<file path="src/hw/rtl/cblm_pkg.sv">
// ----------------------------------------------------------------------------
// Character box line merger package
// Shared widths, constants and types of the line merger.
// ----------------------------------------------------------------------------
package cblm_pkg;

  localparam int unsigned CoordBitsDef = 24;
  localparam int unsigned MaxRunDef    = 1024;

  // Command to the divider: one mean request.
  typedef struct packed {
    logic start;
  } div_ctl_t;

  // Status back from the divider.
  typedef struct packed {
    logic busy;
    logic done;
  } div_sts_t;

endpackage

</file>
<file path="src/hw/rtl/cblm_if.sv">
// ----------------------------------------------------------------------------
// Box stream interface
// Valid/ready channel that carries one box per beat.
// ----------------------------------------------------------------------------
interface cblm_if #(
  parameter int unsigned W = 24
);
  logic                valid;
  logic                ready;
  logic signed [W-1:0] left;
  logic signed [W-1:0] top;
  logic signed [W-1:0] right;
  logic signed [W-1:0] bottom;
  logic                last;

  modport source (output valid, left, top, right, bottom, last, input ready);
  modport sink   (input valid, left, top, right, bottom, last, output ready);
endinterface

</file>
<file path="src/hw/rtl/cblm_mean_div.sv">
// ----------------------------------------------------------------------------
// Mean divider
// Rounded mean of a signed sum over a member count, one quotient bit a cycle.
// ----------------------------------------------------------------------------
module cblm_mean_div
  import cblm_pkg::*;
#(
  parameter int unsigned SW = 35,
  parameter int unsigned NW = 11,
  parameter int unsigned CW = 24
) (
  input  logic                 clk_i,
  input  logic                 rst_ni,
  input  div_ctl_t             ctl_i,
  input  logic signed [SW-1:0] sum_i,
  input  logic        [NW-1:0] cnt_i,
  output div_sts_t             sts_o,
  output logic signed [CW-1:0] mean_o
);
  // Floor((2*sum + n) / (2n)). The numerator is biased positive by a multiple
  // of the divisor so that an unsigned restoring divide gives the floor.
  localparam int unsigned AW = SW + NW + 3;
  localparam int unsigned CntW = $clog2(AW + 1);

  logic [AW-1:0]   rem_q, rem_d, quo_q, quo_d, num;
  logic [AW-1:0]   div_q, div_d;
  logic [AW-1:0]   bias_q, bias_d;
  logic [CntW-1:0] cnt_q, cnt_d;
  logic            busy_q, busy_d, done_q, done_d;
  logic [AW-1:0]   trial;
  logic [AW-1:0]   quo_fix;

  always_comb begin
    num = (AW'(signed'(sum_i)) << 1) + AW'(cnt_i) + (AW'(cnt_i) << (SW + 1));
  end

  assign trial   = {rem_q[AW-2:0], quo_q[AW-1]};
  assign quo_fix = quo_q - bias_q;

  // Restoring shift-subtract step.
  always_comb begin
    rem_d  = rem_q;
    quo_d  = quo_q;
    div_d  = div_q;
    bias_d = bias_q;
    cnt_d  = cnt_q;
    busy_d = busy_q;
    done_d = 1'b0;
    if (ctl_i.start) begin
      rem_d  = '0;
      quo_d  = num;
      div_d  = AW'(cnt_i) << 1;
      bias_d = AW'(1) << SW;
      cnt_d  = CntW'(AW);
      busy_d = 1'b1;
    end else if (busy_q) begin
      if (trial >= div_q) begin
        rem_d = trial - div_q;
        quo_d = {quo_q[AW-2:0], 1'b1};
      end else begin
        rem_d = trial;
        quo_d = {quo_q[AW-2:0], 1'b0};
      end
      cnt_d = cnt_q - CntW'(1);
      if (cnt_q == CntW'(1)) begin
        busy_d = 1'b0;
        done_d = 1'b1;
      end
    end
  end

  always_ff @(posedge clk_i or negedge rst_ni) begin
    if (!rst_ni) begin
      busy_q <= 1'b0;
      done_q <= 1'b0;
      cnt_q  <= '0;
    end else begin
      busy_q <= busy_d;
      done_q <= done_d;
      cnt_q  <= cnt_d;
    end
  end

  always_ff @(posedge clk_i) begin
    rem_q  <= rem_d;
    quo_q  <= quo_d;
    div_q  <= div_d;
    bias_q <= bias_d;
  end

  assign sts_o.busy = busy_q;
  assign sts_o.done = done_q;
  assign mean_o     = quo_fix[CW-1:0];
endmodule

</file>
<file path="src/hw/rtl/char_box_line_merger_unit.sv">
// ----------------------------------------------------------------------------
// Character box line merger
// Groups character boxes into line boxes and holds one line box for clipping.
//
//   channel   dir  beat
//   in_box    in   one character box, last marks end of selection
//   out_box   out  one line box, last marks final line box
//
// A box that joins or opens a group keeps the input busy while the sequencer
// passes through decide, start, flush and out. Closing a group runs two serial
// divisions (top then bottom mean) of SW+NW+3 quotient bits. An end of
// selection adds one more close. Each result waits in the output register until
// taken; the input stalls meanwhile. Reset is asynchronous and clears all group
// and held-box state.
// ----------------------------------------------------------------------------
module char_box_line_merger_unit
  import cblm_pkg::*;
#(
  parameter int unsigned MAX_RUN    = MaxRunDef,
  parameter int unsigned COORD_BITS = CoordBitsDef
) (
  input logic  clk_i,
  input logic  rst_ni,
  cblm_if.sink   in_box,
  cblm_if.source out_box
);
  localparam int unsigned CW = COORD_BITS;
  localparam int unsigned NW = $clog2(MAX_RUN + 1);
  localparam int unsigned SW = CW + NW;

  localparam logic [3:0] S_IDLE   = 4'd0;
  localparam logic [3:0] S_DECIDE = 4'd1;
  localparam logic [3:0] S_DIVT   = 4'd2;
  localparam logic [3:0] S_WAITT  = 4'd3;
  localparam logic [3:0] S_DIVB   = 4'd4;
  localparam logic [3:0] S_WAITB  = 4'd5;
  localparam logic [3:0] S_CLIP   = 4'd6;
  localparam logic [3:0] S_EMIT   = 4'd7;
  localparam logic [3:0] S_START  = 4'd8;
  localparam logic [3:0] S_FLUSH  = 4'd9;
  localparam logic [3:0] S_OUT    = 4'd10;

  logic [3:0] st_q, st_d;

  // Captured input beat.
  logic signed [CW-1:0] cl_q, ct_q, cr_q, cb_q;
  logic                 clast_q;
  // Previous character box and open group.
  logic signed [CW-1:0] pl_q, pt_q, pr_q, pb_q;
  logic signed [CW-1:0] gl_q, gr_q;
  logic signed [SW-1:0] st_sum_q, sb_sum_q;
  logic        [NW-1:0] gcnt_q;
  // Line box being closed and the held box.
  logic signed [CW-1:0] lt_q, lb_q;
  logic signed [CW-1:0] hl_q, ht_q, hr_q, hb_q;
  logic                 hv_q;
  // Which close is running: 0 for a break, 1 for end of selection.
  logic                 fl_q;
  // Output register.
  logic                 ov_q;
  logic signed [CW-1:0] ol_q, ot_q, or_q, ob_q;
  logic                 olast_q;

  div_ctl_t             dctl;
  div_sts_t             dsts;
  logic signed [SW-1:0] dsum;
  logic signed [CW-1:0] dmean;

  assign dsum = (st_q == S_DIVB) ? sb_sum_q : st_sum_q;

  cblm_mean_div #(.SW(SW), .NW(NW), .CW(CW)) u_div (
    .clk_i  (clk_i),
    .rst_ni (rst_ni),
    .ctl_i  (dctl),
    .sum_i  (dsum),
    .cnt_i  (gcnt_q),
    .sts_o  (dsts),
    .mean_o (dmean)
  );

  // Join test, evaluated combinationally in the decide state.
  localparam int unsigned JW = CW + 4;
  logic signed [JW-1:0] xd, y1, y2, yd, ws, hs;
  logic                 join_ok;
  function automatic logic signed [JW-1:0] mag(input logic signed [JW-1:0] v);
    mag = v[JW-1] ? -v : v;
  endfunction
  always_comb begin
    xd = mag(JW'(pr_q) - JW'(cr_q));
    y1 = mag(JW'(pt_q) - JW'(ct_q));
    y2 = mag(JW'(pb_q) - JW'(cb_q));
    yd = (y1 < y2) ? y1 : y2;
    ws = (JW'(pr_q) - JW'(pl_q)) + (JW'(cr_q) - JW'(cl_q));
    hs = (JW'(pb_q) - JW'(pt_q)) + (JW'(cb_q) - JW'(ct_q));
    join_ok = ((xd <<< 1) < (ws + (ws <<< 1))) && (yd < hs);
  end

  // Clip test of the new line box against the held box.
  logic signed [JW-1:0] hh, dt;
  logic                 clip;
  always_comb begin
    hh   = mag(JW'(hb_q) - JW'(ht_q));
    dt   = mag(JW'(lt_q) - JW'(ht_q));
    clip = !((dt <<< 1) < hh) && (gl_q < hr_q);
  end

  assign in_box.ready  = (st_q == S_IDLE);
  assign out_box.valid = ov_q;
  assign out_box.left  = ol_q;
  assign out_box.top   = ot_q;
  assign out_box.right = or_q;
  assign out_box.bottom = ob_q;
  assign out_box.last  = olast_q;

  assign dctl.start = (st_q == S_DIVT) || (st_q == S_DIVB);

  // Sequencer.
  always_comb begin
    st_d = st_q;
    unique case (st_q)
      S_IDLE:   if (in_box.valid) st_d = S_DECIDE;
      S_DECIDE: begin
        if (gcnt_q == '0) st_d = S_START;
        else if (gcnt_q < NW'(MAX_RUN) && join_ok) st_d = S_START;
        else st_d = S_DIVT;
      end
      S_DIVT:  st_d = S_WAITT;
      S_WAITT: if (dsts.done) st_d = S_DIVB;
      S_DIVB:  st_d = S_WAITB;
      S_WAITB: if (dsts.done) st_d = S_CLIP;
      S_CLIP:  st_d = S_EMIT;
      S_EMIT:  if (!ov_q) st_d = fl_q ? S_OUT : S_START;
      // A group is always open once this state has run.
      S_START: st_d = clast_q ? S_DIVT : S_FLUSH;
      S_FLUSH: st_d = S_OUT;
      S_OUT:   if (!ov_q) st_d = S_IDLE;
      default: st_d = S_IDLE;
    endcase
  end

  always_ff @(posedge clk_i or negedge rst_ni) begin
    if (!rst_ni) begin
      st_q    <= S_IDLE;
      gcnt_q  <= '0;
      hv_q    <= 1'b0;
      ov_q    <= 1'b0;
      fl_q    <= 1'b0;
      pl_q    <= '0; pt_q <= '0; pr_q <= '0; pb_q <= '0;
      gl_q    <= '0; gr_q <= '0;
      st_sum_q <= '0; sb_sum_q <= '0;
      hl_q    <= '0; ht_q <= '0; hr_q <= '0; hb_q <= '0;
      lt_q    <= '0; lb_q <= '0;
      ol_q    <= '0; ot_q <= '0; or_q <= '0; ob_q <= '0;
      olast_q <= 1'b0;
    end else begin
      st_q <= st_d;
      if (ov_q && out_box.ready) ov_q <= 1'b0;
      unique case (st_q)
        S_IDLE: fl_q <= 1'b0;
        S_DECIDE: begin
          // Join in place; otherwise fall to start or close.
          if (gcnt_q != '0 && gcnt_q < NW'(MAX_RUN) && join_ok) begin
            if (cl_q < gl_q) gl_q <= cl_q;
            if (cr_q > gr_q) gr_q <= cr_q;
            st_sum_q <= st_sum_q + SW'(ct_q);
            sb_sum_q <= sb_sum_q + SW'(cb_q);
            gcnt_q   <= gcnt_q + NW'(1);
            pl_q <= cl_q; pt_q <= ct_q; pr_q <= cr_q; pb_q <= cb_q;
          end
        end
        S_WAITT: if (dsts.done) lt_q <= dmean;
        S_WAITB: if (dsts.done) lb_q <= dmean;
        S_CLIP:  if (hv_q && clip) lt_q <= hb_q;
        S_EMIT: begin
          if (!ov_q) begin
            if (hv_q) begin
              ov_q <= 1'b1;
              ol_q <= hl_q; ot_q <= ht_q; or_q <= hr_q; ob_q <= hb_q;
              olast_q <= 1'b0;
            end
            hl_q <= gl_q; ht_q <= lt_q; hr_q <= gr_q; hb_q <= lb_q;
            hv_q <= 1'b1;
            gcnt_q <= '0;
          end
        end
        S_START: begin
          // Start a new group unless this pass only follows a join.
          if (gcnt_q == '0) begin
            gl_q <= cl_q; gr_q <= cr_q;
            st_sum_q <= SW'(ct_q); sb_sum_q <= SW'(cb_q);
            gcnt_q <= NW'(1);
            pl_q <= cl_q; pt_q <= ct_q; pr_q <= cr_q; pb_q <= cb_q;
          end
          if (clast_q) fl_q <= 1'b1;
        end
        S_FLUSH: fl_q <= clast_q;
        S_OUT: begin
          if (!ov_q) begin
            if (fl_q && hv_q) begin
              ov_q <= 1'b1;
              ol_q <= hl_q; ot_q <= ht_q; or_q <= hr_q; ob_q <= hb_q;
              olast_q <= 1'b1;
            end
            if (fl_q) begin
              hv_q   <= 1'b0;
              gcnt_q <= '0;
            end
          end
        end
        default: ;
      endcase
    end
  end

  // Input capture.
  always_ff @(posedge clk_i) begin
    if (in_box.valid && in_box.ready) begin
      cl_q <= in_box.left; ct_q <= in_box.top;
      cr_q <= in_box.right; cb_q <= in_box.bottom;
      clast_q <= in_box.last;
    end
  end
endmodule

</file>
<file path="src/flat_wrapper.sv">
// flat-port wrapper written by rule: the top's interface ports become plain ports
module char_box_line_merger_unit_flat import cblm_pkg::*;
#(
  parameter int unsigned MAX_RUN    = MaxRunDef,
  parameter int unsigned COORD_BITS = CoordBitsDef
)
  (clk_i, rst_ni, in_box_valid, in_box_left, in_box_top, in_box_right, in_box_bottom, in_box_last, in_box_ready, out_box_valid, out_box_left, out_box_top, out_box_right, out_box_bottom, out_box_last, out_box_ready);
  cblm_if #(.W((CoordBitsDef))) in_box_i ();
  cblm_if #(.W((CoordBitsDef))) out_box_i ();
  input logic clk_i;
  input logic rst_ni;
  input wire logic [$bits(in_box_i.valid)-1:0] in_box_valid;
  input wire logic [$bits(in_box_i.left)-1:0] in_box_left;
  input wire logic [$bits(in_box_i.top)-1:0] in_box_top;
  input wire logic [$bits(in_box_i.right)-1:0] in_box_right;
  input wire logic [$bits(in_box_i.bottom)-1:0] in_box_bottom;
  input wire logic [$bits(in_box_i.last)-1:0] in_box_last;
  output wire logic [$bits(in_box_i.ready)-1:0] in_box_ready;
  output wire logic [$bits(out_box_i.valid)-1:0] out_box_valid;
  output wire logic [$bits(out_box_i.left)-1:0] out_box_left;
  output wire logic [$bits(out_box_i.top)-1:0] out_box_top;
  output wire logic [$bits(out_box_i.right)-1:0] out_box_right;
  output wire logic [$bits(out_box_i.bottom)-1:0] out_box_bottom;
  output wire logic [$bits(out_box_i.last)-1:0] out_box_last;
  input wire logic [$bits(out_box_i.ready)-1:0] out_box_ready;
  assign in_box_i.valid = in_box_valid;
  assign in_box_i.left = in_box_left;
  assign in_box_i.top = in_box_top;
  assign in_box_i.right = in_box_right;
  assign in_box_i.bottom = in_box_bottom;
  assign in_box_i.last = in_box_last;
  assign in_box_ready = in_box_i.ready;
  assign out_box_valid = out_box_i.valid;
  assign out_box_left = out_box_i.left;
  assign out_box_top = out_box_i.top;
  assign out_box_right = out_box_i.right;
  assign out_box_bottom = out_box_i.bottom;
  assign out_box_last = out_box_i.last;
  assign out_box_i.ready = out_box_ready;
  char_box_line_merger_unit #(.MAX_RUN(MAX_RUN), .COORD_BITS(COORD_BITS)) u_core (.clk_i(clk_i), .rst_ni(rst_ni), .in_box(in_box_i), .out_box(out_box_i));
endmodule
</file>
<file path="config.mk">
export PLATFORM = sky130hd
export DESIGN_NAME = char_box_line_merger_unit_flat
export DESIGN_NICKNAME = d
export VERILOG_FILES = /design/src/hw/rtl/cblm_pkg.sv /design/src/hw/rtl/cblm_if.sv /design/src/hw/rtl/cblm_mean_div.sv /design/src/hw/rtl/char_box_line_merger_unit.sv /design/src/flat_wrapper.sv
export SDC_FILE = /design/constraint.sdc
export NUM_CORES = 2
export LEC_CHECK = 0
export BUFFER_PORTS_ARGS = -buffer_cell sky130_fd_sc_hd__buf_4
export CAP_MARGIN = 20
export CORE_AREA = 8 8 322 324
export CTS_CLUSTER_SIZE = 25
export DETAILED_ROUTE_END_ITERATION = 8
export DIE_AREA = 0 0 330 332
export PLACE_DENSITY = 0.83
export SKIP_CTS_REPAIR_TIMING = 1
export SYNTH_ARGS = -nofsm -noshare
export SYNTH_HDL_FRONTEND = slang
export SYNTH_SLANG_ARGS = --single-unit
</file>
<file path="constraint.sdc">
create_clock -name clk_i -period 25.8 [get_ports clk_i]
set_input_delay 0 -clock clk_i [delete_from_list [all_inputs] [get_ports clk_i]]
set_output_delay 0 -clock clk_i [all_outputs]
set_load 0.1 [all_outputs]
</file>
==> results_dict.tcl <==
set metrics [dict create \
    critical-path-max-stage-delay_ps 840 \
    edff_count_synth 157 \
    track_usage_pct 26.0 \
    synthDominantCellAreaShare_pct 22.4 \
    ys_flop_type "sky130_fd_sc_hd__dfrtp_1" \
    grt_overflow_total 0 \
    longest_clk_path_bufs 3 \
    fill_cells 8061 \
    route.detailed.drc 0 \
    area_growth_syn_to_fin_pct 12.0 \
    avg_wl_per_cell_um 20.0 \
    via_count 46221 \
    yosysSeqAreaShare_pct 33.0 \
    cp_data_required_time_ps 26330 \
    placed_area_mm2 0.0565 \
    final_min_period_over_clock_period_pct 41.8 \
    fraction_of_final_layout_cells_sized_beyond_drive_strength_1_pct 11.0 \
    die_height_um 332 \
    synth.cell_area_mm2 0.0537 \
    cts_tree "done" \
    run_status "complete, no violations" \
    drv_cap 0 \
    fin_area_mm2 0.0602 \
    synthesis.instances 5923 \
    floorplan.die_area_mm2 0.110 \
    cts-root-buf "sky130_fd_sc_hd__clkbuf_16" \
    worstReg2RegEnd "u_core.gl_q[8]" \
    clk_latency_ps 670 \
    max_slew_headroom_at_the_worst_pin_pct 22.3 \
    design.portCount 200 \
    synth.lib_cells_used.distinct 105 \
    timing.reg2reg.worst_path_depth 35 \
    fin_setup_tns_ps 0 \
    detail_route.vias_per_cell 6.13 \
    cpMaxStageDelayCell "sky130_fd_sc_hd__o311ai_1" \
    multi_input_area_mm2 0.0338 \
    timing.critical_path.mode_cell "sky130_fd_sc_hd__a21oi_1" \
    cts.clk_slew.worst_paths_ps 70 \
    setup_slack_ps 15020 \
    setup_viol_count_final 0 \
    max_slew.worst_pin.slew_ps 1150 \
    postSynthRegisterBits 686 \
    detailedPlace.worstSlack_ps 15190 \
    crit_end "u_core.gl_q[8]" \
    path_class "register to register" \
    number_of_antenna_violations_at_the_first_check_in_global_routing 3 \
    arrival_ps 11310 \
    hold_viol_final 0 \
    post_synth_main_area_contributors "sky130_fd_sc_hd__dfrtp_1 22%, sky130_fd_sc_hd__ha_1 13%, sky130_fd_sc_hd__edfxtp_1 8.8%" \
    drtIter0Drc 3925 \
    detailedRoute.firstPassIterationCount 8 \
    startpoint_type "register" \
    synthDominantAreaCellType "sky130_fd_sc_hd__dfrtp_1" \
    finalNetCount 6871 \
    ys_warn_count 0 \
    clock.fmax_mhz 92.7 \
    hpwlAfterDp_mm 113 \
    gp_routability_congestion 0.964 \
    rows 116 \
    critPathCaptureType "register" \
    layout.area.seq_mm2 0.0177 \
    cts-htree-levels 3 \
    rsz0062_at_grt "false" \
    r2r_setup_slack_ps 15020 \
    cts_num_sinks 686 \
    finClkSkew_ps 31.2 \
    postRouteWirelength_mm 151 \
    worstHoldPathType "input port to asynchronous set/reset pin" \
    finalCriticalPeriod_ps 10780 \
    critical_path.startpoint "u_core.ct_q[1]" \
    synthesized_area_per_cell_um2 9.07 \
    first_global_vias 44124 \
    timing.rr.start "u_core.ct_q[1]" \
    drtAntennaViolNets 0 \
    floorplan.initialDensity_pct 54.3 \
    largest_net_degree_at_the_start_of_global_routing 166 \
    chip_width_um 330 \
    port_buffers 199 \
    async_set_or_reset_register_ratio_after_synthesis_pct 70.1 \
    fp.coreArea_mm2 0.0990 \
    cts_buffers 78 \
    global_route_wire_length_before_repair_mm 234 \
    critPathMaxFanout 26 \
    slew_viol_final 0 \
]
## Yosys cell counts, drive strengths merged, types with 39 or more instances
| cell | n |
|---|---|
| a211oi | 46 |
| a21o | 156 |
| a21oi | 441 |
| a31oi | 74 |
| and2 | 43 |
| buf | 54 |
| clkbuf | 118 |
| dfrtp | 481 |
| dfxtp | 48 |
| edfxtp | 157 |
| ha | 579 |
| inv | 419 |
| mux2 | 273 |
| mux2i | 107 |
| nand2 | 491 |
| nand2b | 77 |
| nand3 | 110 |
| nand4 | 52 |
| nor2 | 387 |
| nor2b | 84 |
| nor3 | 122 |
| nor4 | 43 |
| o21a | 79 |
| o21ai | 470 |
| o31ai | 43 |
| or3 | 39 |
| xnor2 | 289 |
| xor2 | 177 |
## layout make-up
class	instances	share of cell area [%]
tap	1298	2.70
timing repair buffer	330	4.60
clock inverter	35	0.651
sequential	686	29.4
inverter	419	2.61
antenna	2	0.00832
multi-input combinational	4660	56.2
clock buffer	108	3.77
## sequential cells by signal, indices dropped and copies added (netlist names), 35 cells and up
signal	count
u_core.u_div.quo_q	49
u_core.u_div.rem_q	48
u_core.sb_sum_q	35
u_core.st_sum_q	35
## metal layers
metal  part of all wire [%]  wire length (µm)  global-route usage, %  up-vias
met3                    7.5             11300                   3.71      403
li1                       -                 -                      -    21875
met2                     47             70700                   43.4     1675
met1                     42             62600                   34.2    22264
met4                    4.1              6190                   9.89        4
met5                  0.018                27                      0        -
## worst max-delay path: cells and delay by family (launching register included)
family / cells / cell delay, ps
AO/OA/AOI/OAI: 14 / 4060
multiplexers: 2 / 830
flip-flops: 1 / 460
adder cells (fa/ha/maj): 3 / 840
buffers and inverters: 5 / 1410
XOR/XNOR: 2 / 380
AND/OR/NAND/NOR: 9 / 2580
## placed cells by master, fill, tap and decap left out, types with 99 or more instances in the layout
cell type,synthesis,routed
sky130_fd_sc_hd__mux2i_1,107,107
sky130_fd_sc_hd__a21o_1,156,156
sky130_fd_sc_hd__xnor2_1,289,289
sky130_fd_sc_hd__buf_4,4,226
sky130_fd_sc_hd__nor3_1,121,119
sky130_fd_sc_hd__edfxtp_1,157,157
sky130_fd_sc_hd__nand3_1,110,110
sky130_fd_sc_hd__a21oi_1,439,439
sky130_fd_sc_hd__dlygate4sd3_1,0,99
sky130_fd_sc_hd__dfrtp_1,481,480
sky130_fd_sc_hd__nor2_1,386,386
sky130_fd_sc_hd__xor2_1,177,177
sky130_fd_sc_hd__o21ai_0,457,457
sky130_fd_sc_hd__nand2_1,491,491
sky130_fd_sc_hd__mux2_2,251,251
sky130_fd_sc_hd__ha_1,579,579
sky130_fd_sc_hd__inv_1,418,418
## through the flow
| stage | std cells | hold slack (ps) | util, % |
|---|---|---|---|
| floorplan | 5937 | -296 | - |
| global placement | 7292 | 147 | 57.1 |
| detailed placement | 7292 | 151 | 57.1 |
| CTS | 7435 | -544 | 59.8 |
| global route | 7537 | 51.6 | 60.8 |
| finish | 7538 | 2.59 | 60.8 |
## cells by family after synthesis
logic type               after synthesis  share of synthesized area, %
XOR/XNOR                             466                          7.60
AO/OA/AOI/OAI                       1597                          18.8
other                                  2                        0.0140
adder cells (fa/ha/maj)              595                          14.1
multiplexers                         380                          7.72
AND/OR/NAND/NOR                     1606                          14.5
flip-flops                           686                          33.0
buffers and inverters                591                          4.29
## worst min-delay path by stage
stage,from,to
2_1_floorplan,rst_ni,u_core.fl_q
3_3_place_gp,rst_ni,u_core.out_box.left[12]
3_5_place_dp,rst_ni,u_core.out_box.left[12]
4_1_cts,rst_ni,u_core.hl_q[5]
5_1_grt,in_box_right[5],u_core.cr_q[5]
6_report,rst_ni,u_core.out_box.left[12]
Power is not shown: default switching activity piles up to over one toggle a cycle in this logic, so the estimate is an artifact.
